--- config.mk ---
export PLATFORM = sky130hd
export DESIGN_NAME = smm_cell
export DESIGN_NICKNAME = d
export VERILOG_FILES = /design/src/sv/smm_pkg.sv /design/src/sv/smm_cell.sv
export SDC_FILE = /design/constraint.sdc
export NUM_CORES = 2
export LEC_CHECK = 0
export ABC_AREA = 1
export BUFFER_PORTS_ARGS = -buffer_cell sky130_fd_sc_hd__clkbuf_2
export CAP_MARGIN = 20
export CORE_MARGIN = 10
export CORE_UTILIZATION = 60
export CTS_CLUSTER_SIZE = 25
export DETAILED_ROUTE_END_ITERATION = 6
export PLACE_DENSITY = 0.8
export SYNTH_ARGS = -nofsm -noshare
export SYNTH_HDL_FRONTEND = slang
export SYNTH_SLANG_ARGS = --single-unit
--- constraint.sdc ---
create_clock -name i_clk -period 12 [get_ports i_clk]
set_clock_uncertainty 0.1 [all_clocks]
set_input_delay 1.2 -clock i_clk [delete_from_list [all_inputs] [get_ports i_clk]]
set_output_delay 1.2 -clock i_clk [all_outputs]
set_load 0.03 [all_outputs]
--- src/sv/smm_pkg.sv ---
// Types and constants shared by the square matrix multiplier.
// Used by smm_cell and square_matrix_multiply; depends on nothing else.
package smm_pkg;

    localparam int unsigned IDX_W = 3;
    localparam int unsigned DATA_W = 32;
    localparam int unsigned PROD_W = 64;
    localparam int unsigned SUM_W = 67;
    localparam int unsigned FRAC_W = 16;
    localparam int unsigned DIM_W = 4;

    localparam logic [1:0] KIND_A = 2'd0;
    localparam logic [1:0] KIND_B = 2'd1;
    localparam logic [1:0] KIND_C = 2'd2;
    localparam logic [1:0] KIND_NONE = 2'd3;

    typedef struct packed {
        logic [1:0]              kind;
        logic [IDX_W-1:0]        row;
        logic [IDX_W-1:0]        col;
        logic signed [DATA_W-1:0] value;
    } t_in;

    typedef struct packed {
        logic [IDX_W-1:0]        out_row;
        logic [IDX_W-1:0]        out_col;
        logic signed [DATA_W-1:0] product;
        logic                    last;
    } t_out;

    // element write broadcast to every cell
    typedef struct packed {
        logic                    a_en;
        logic                    b_en;
        logic [IDX_W-1:0]        row;
        logic [IDX_W-1:0]        col;
        logic signed [DATA_W-1:0] value;
    } t_wr;

    // partial sum travelling down the chain
    typedef struct packed {
        logic                    valid;
        logic [IDX_W-1:0]        i;
        logic [IDX_W-1:0]        j;
        logic                    last;
        logic signed [SUM_W-1:0] psum;
    } t_flow;

endpackage

--- src/sv/smm_cell.sv ---
// One cell of the multiply-accumulate chain: holds column K of A and row K of B,
// adds A[i][K]*B[K][j] to the passing partial sum. Depends on smm_pkg.
module smm_cell #(
    parameter int MAX_DIM = 8,
    parameter int K = 0
) (
    input  logic                         i_clk,
    input  logic                         i_rst_n,
    input  logic                         i_en,
    input  logic [smm_pkg::IDX_W-1:0]    i_dm1,
    input  smm_pkg::t_wr                 i_wr,
    input  smm_pkg::t_flow               i_flow,
    output smm_pkg::t_flow               o_flow
);
    localparam int AW = (MAX_DIM > 1) ? $clog2(MAX_DIM) : 1;

    logic signed [smm_pkg::DATA_W-1:0] r_a [MAX_DIM];
    logic signed [smm_pkg::DATA_W-1:0] r_b [MAX_DIM];
    smm_pkg::t_flow                    r_mid;
    smm_pkg::t_flow                    r_flow;
    logic signed [smm_pkg::PROD_W-1:0] r_prod;
    logic                              r_use;

    always_ff @(posedge i_clk) begin
        if (i_wr.a_en && i_wr.col == smm_pkg::IDX_W'(K) && 32'(i_wr.row) < MAX_DIM) begin
            r_a[i_wr.row[AW-1:0]] <= i_wr.value;
        end
        if (i_wr.b_en && i_wr.row == smm_pkg::IDX_W'(K) && 32'(i_wr.col) < MAX_DIM) begin
            r_b[i_wr.col[AW-1:0]] <= i_wr.value;
        end
    end

    // stage 1: multiply, stage 2: accumulate
    always_ff @(posedge i_clk) begin
        if (!i_rst_n) begin
            r_mid.valid  <= 1'b0;
            r_flow.valid <= 1'b0;
        end else if (i_en) begin
            r_mid.valid  <= i_flow.valid;
            r_flow.valid <= r_mid.valid;
        end
        if (i_en) begin
            r_mid.i    <= i_flow.i;
            r_mid.j    <= i_flow.j;
            r_mid.last <= i_flow.last;
            r_mid.psum <= i_flow.psum;
            r_use      <= smm_pkg::IDX_W'(K) <= i_dm1;
            r_prod     <= r_a[i_flow.i[AW-1:0]] * r_b[i_flow.j[AW-1:0]];
            r_flow.i    <= r_mid.i;
            r_flow.j    <= r_mid.j;
            r_flow.last <= r_mid.last;
            // drop contributions from cells beyond the active size
            r_flow.psum <= r_mid.psum + (r_use ? smm_pkg::SUM_W'(r_prod)
                                               : smm_pkg::SUM_W'(0));
        end
    end

    assign o_flow = r_flow;

endmodule

After elaboration in Yosys (flattened, before gate mapping)
Memory sizes are Yosys's and may differ from the RTL's. Cells that the tools add are included.

Memories: 2. Bits in writable memories: 512. Input port bits: 121. Bits in registers: 215. Output and inout port bits: 75. Word-level logic and storage cells: 26.

Multiplexer cells: 5. Reduce and logical (&&, ||, !) cells: 4. Order comparisons: 1. Add/sub/neg operators: 1. Multipliers: 1.

Memories: r_a (words 8, width 32, read ports 1, clocked after Yosys merged registers in 0, write ports 1, RTL line smm_cell.sv:17) `logic signed [smm_pkg::DATA_W-1:0] r_a [MAX_DIM];`; r_b (words 8, width 32, read ports 1, clocked after Yosys merged registers in 0, write ports 1, RTL line smm_cell.sv:18) `logic signed [smm_pkg::DATA_W-1:0] r_b [MAX_DIM];`.

Operator list (count): $add A67 B67 Y67 (1); $mux W67 (1); $mul A32 B32 Y64 (1); $logic_not A3 Y1 (2); $mux W1 (4); $le A1 B3 Y1 const A (1); $logic_and A1 B1 Y1 (2).

Depth between registers and ports, before layout
Depth after elaboration: 4. Mapped depth: 41.

Worst setup path before layout
Ideal clock, no wire load.

Path kind: input -> register. From: input i_flow[73] (netlist name). To: register r_prod[50] (netlist name) (data pin). Library setup time: 0.253 ns. Slack: 2.921 ns. Stages on the path: 28. Data arrival time: 8.727 ns. Path buffers: 2. Cell sequence: inv_2 buf_1 o21ai_1 buf_2 nand2_1 inv_1 fa_1 fa_1 fa_1 fa_1 inv_1 fa_1 inv_1 fa_1 inv_1 fa_1 inv_1 fa_1 ha_1 nand2_1 nor2_1 inv_1 nor3_1 nand2_1 nor3_1 nand2_1 nand4_1 nand2_1.

Longest elaborated chain between the ends: 2.

Ends and longest elaborated chain: start, declared (RTL line smm_cell.sv:12) `input smm_pkg::t_flow i_flow,`; $mem_v2 Z8 W32; $mul A32 B32 Y64 (RTL line smm_cell.sv:48) `r_prod <= r_a[i_flow.i[AW-1:0]] * r_b[i_flow.j[AW-1:0]];`; end signal, assigned (RTL line smm_cell.sv:48); end, declared (RTL line smm_cell.sv:21) `logic signed [smm_pkg::PROD_W-1:0] r_prod;`.

No other way between the ends. A chain may end at the register's enable or synchronous reset.

Final worst setup path
From: input i_flow[68] (netlist name). To: register r_prod[54] (netlist name) (data pin).

Longest elaborated chain between the ends: 2.

Ends and longest elaborated chain (RTL line): $mem_v2 Z8 W32; $mul A32 B32 Y64 (smm_cell.sv:48).

No other way between the ends.

==> flow_summary.yaml <==
floorplan:
  start_util: 0.606
  coreArea_um2: 115000
  num_rows: 124
  die_area_um2: 130000
  die_w_um: 361
  dieHeight_um: 361
  io-pin-count: 196
logic_synthesis:
  yosysSeqAreaShare: 0.313
  yosys_warnings: 0
  synthAdderAreaFrac: 0.357
  synth_compound_area_frac: 0.0554
  synth_xor_area_frac: 0.0103
  synthTopCellsByArea: "edfxtp_1, fa_1, nand2_1"
  synth_top_cell_by_area: "edfxtp_1"
  yosysTopAreaCellShare: 0.313
  ys_types: 39
  synth_top_family_by_area: "adder cells"
  avgSynthCellArea_um2: 9.36
  syn_inst: 7432
  synth-seq-cells: 727
  synth.net_count: 8886
  netlist_area_um2: 69600
  synth_simple_gate_area_frac: 0.162
  synth.area.mux_share: 0.000288
placement:
  place_hpwl_mm: 166
  placed_area_um2: 72300
  routabilityCongestion: 1.01
  numPortBuffers: 192
critical_path:
  critPathKind: "in -> reg"
  reg2reg_from: "r_b[4][16]$_DFFE_PP_"
  crit_family: "adder cells"
  cpPeakStageDelay_ns: 0.87
  r2r-end: "r_prod[54]$_DFFE_PP_"
  crit_buf_inv: 9
  worstPathRequired_ns: 12.39
  r2r_slack_ns: 2.69
  cp_slowest_cell: "o21ai_1"
  end_kind: "register"
  crit_top_cell: "fa_1"
  arrival_ns: 10.82
  cp_max_fo: 68
  r2r_cells: 28
  cp-start-kind: "input pin"
sta:
  rsz0062_at_grt: "no"
  drv_slew: 0
  relSlewSlack: 0.193
  setup_tns_ns: 0
  min_period_over_period: 0.870
  hold_viol_final: 0
  period_needed_ns: 10.44
  fmax_ghz: 0.0958
  worst_pin_slew_ns: 1.20
  setup_violations: 0
clock_network:
  cts-root-buf: "clkbuf_16"
  cts-buffers-inserted: 75
  ctsResizeCount: 0
  htreeDepth: 3
  clock_latency_ns: 0.72
  cts.clk_slew.worst_paths_ns: 0.06
  post-cts-setup-buffers: 0
  holdBufCountCts: 0
  clock_path_buffers: 3
  cts_tree: "yes"
  cts_num_sinks: 727
global_routing:
  grtUsageMet2: 0.510
  gr-total-overflow: 0
  grt_pass1_wl_mm: 328
  use_met3: 0.0939
  globalRouteTotalUtil: 0.333
  first_global_vias: 55400
  grt.busiest_layer: "met2"
  antenna_found_initial: 15
  grt_start_max_net_pins: 95
  grtUsageMet1: 0.434
finish:
  fillers: 8971
  multi_input_area_um2: 40800
  area_growth_pct: 7.62
  fin_area_um2: 74900
  drive_gt1_frac: 0.0733
  seqCellArea_um2: 21800
  nets: 9034
drt:
  totalWireLength_mm: 216
  routedWlPerCell_um: 23.6
  antenna_left: 0
  drt_iter0_markers: 6317
  firstDrtPassIters: 7
  drc: 9
  num_vias: 53901
  routed_via_density: 5.89
run_status:
  violations: "DRC"
  status: "finished with violations"
worst_hold_path:
  timing.hold.worst_path_depth: 0
  holdCritStartpoint: "r_mid[70]$_DFFE_PP_"
  holdPathEnd: "o_flow[70]$_DFFE_PP_"
  hold_path.class: "reg -> reg"
flow_run:
  maxCapViolCount: 0
==> synthesized netlist by cell type <==
master       n
buf_1        7
o32ai_1    125
o21a_1       1
clkinv_1     1
a21boi_0     1
nor3_1      18
nand4_1     38
o32ai_2      1
nor2_1    1202
nand3b_1     3
fa_1      1083
inv_2       51
buf_4       25
nand3_1    124
nor4_1       9
nand2_1   1514
o21ai_4     23
inv_1     1492
o221ai_1     2
mux2i_1      2
or2_2        2
xor2_1      69
buf_2      158
o211ai_1     1
buf_6       11
or3_1        1
dfxtp_1      2
edfxtp_1   725
clkbuf_1    47
o21ai_0    186
a21oi_1    153
o21ai_2     23
ha_1       250
o21bai_1    41
a21o_1       3
xnor2_1     13
and2_1       4
conb_1       1
o21ai_1     20
==> metal layers <==
layer	up-vias	wire length, µm
met1	26532	79800
met2	3494	95300
met4	16	13900
met5	-	111
li1	23065	-
met3	794	26700
==> metrics by stage <==
stage / worst slack [ns] / hold WS [ns] / std cells / util
after global placement: 1.23 / 0.301 / 9012 / 0.630
after floorplan: 2.92 / 0.300 / 7432 / -
final: 1.56 / 0.320 / 9158 / 0.652
after global routing: 1.12 / 0.325 / 9152 / 0.652
after CTS: 1.84 / 0.319 / 9148 / 0.652
after detailed placement: 1.09 / 0.305 / 9013 / 0.630
==> registers in the layout (all words and copies together), names as in the netlist <==
name,flops
r_a,256
r_b,256
o_flow,75
r_mid,75
r_prod,64
r_use,1
==> layout make-up <==
class / instances / share of cell area
antenna: 8 / 0.000267
timing repair buffer: 319 / 0.0268
multi-input combinational: 4913 / 0.545
inverter: 1544 / 0.0775
clock buffer: 87 / 0.0257
sequential: 727 / 0.291
clock inverter: 48 / 0.00795
tap: 1512 / 0.0253
==> worst reg2reg max path, delay by kind of cell (launching register included) <==
kind	cells	cell delay (ns)
buf+inv	7	1.56
simple gates	10	1.56
fa+ha+maj	9	4.41
flops	1	0.33
compound gates	2	1.14
==> placed cells by master, fill, tap and decap left out, drive strengths merged, types with 8 or more instances in the layout <==
master / synthesis / layout
nand4: 38 / 38
o21ai: 252 / 252
nand2: 1514 / 1514
o21bai: 41 / 41
inv: 1543 / 1549
nor2: 1202 / 1202
nor3: 18 / 18
nor4: 9 / 9
fa: 1083 / 1083
bufinv: 0 / 9
nand3: 124 / 124
clkinv: 1 / 32
clkbuf: 47 / 274
xor2: 69 / 69
a21oi: 153 / 153
o32ai: 126 / 126
xnor2: 13 / 13
diode: 0 / 8
ha: 250 / 250
buf: 201 / 132
edfxtp: 725 / 725
==> worst max path at each step <==
stage / start / end / slack (ns) / cells after the start
after floorplan: i_flow[73] / r_prod[50]$_DFFE_PP_ / 2.92 / 28
after global placement: i_flow[68] / r_prod[54]$_DFFE_PP_ / 1.23 / 30
after detailed placement: i_flow[68] / r_prod[54]$_DFFE_PP_ / 1.09 / 30
after CTS: i_flow[68] / r_prod[54]$_DFFE_PP_ / 1.84 / 30
after global routing: i_flow[68] / r_prod[54]$_DFFE_PP_ / 1.12 / 30
final: i_flow[68] / r_prod[54]$_DFFE_PP_ / 1.56 / 30
==> cells by family (layout without fill, tap and decap cells) <==
family,after synthesis,in the layout
AND/OR/NAND/NOR,2915,2915
buffers and inverters,1792,1998
adder cells (fa/ha/maj),1333,1333
flip-flops,727,727
AO/OA/AOI/OAI,580,580
XOR/XNOR,82,82
multiplexers,2,2
other,1,9
Power is left out: the tool's default activity adds up to more than one toggle a clock period on the data nets, which glitch-free logic cannot reach.
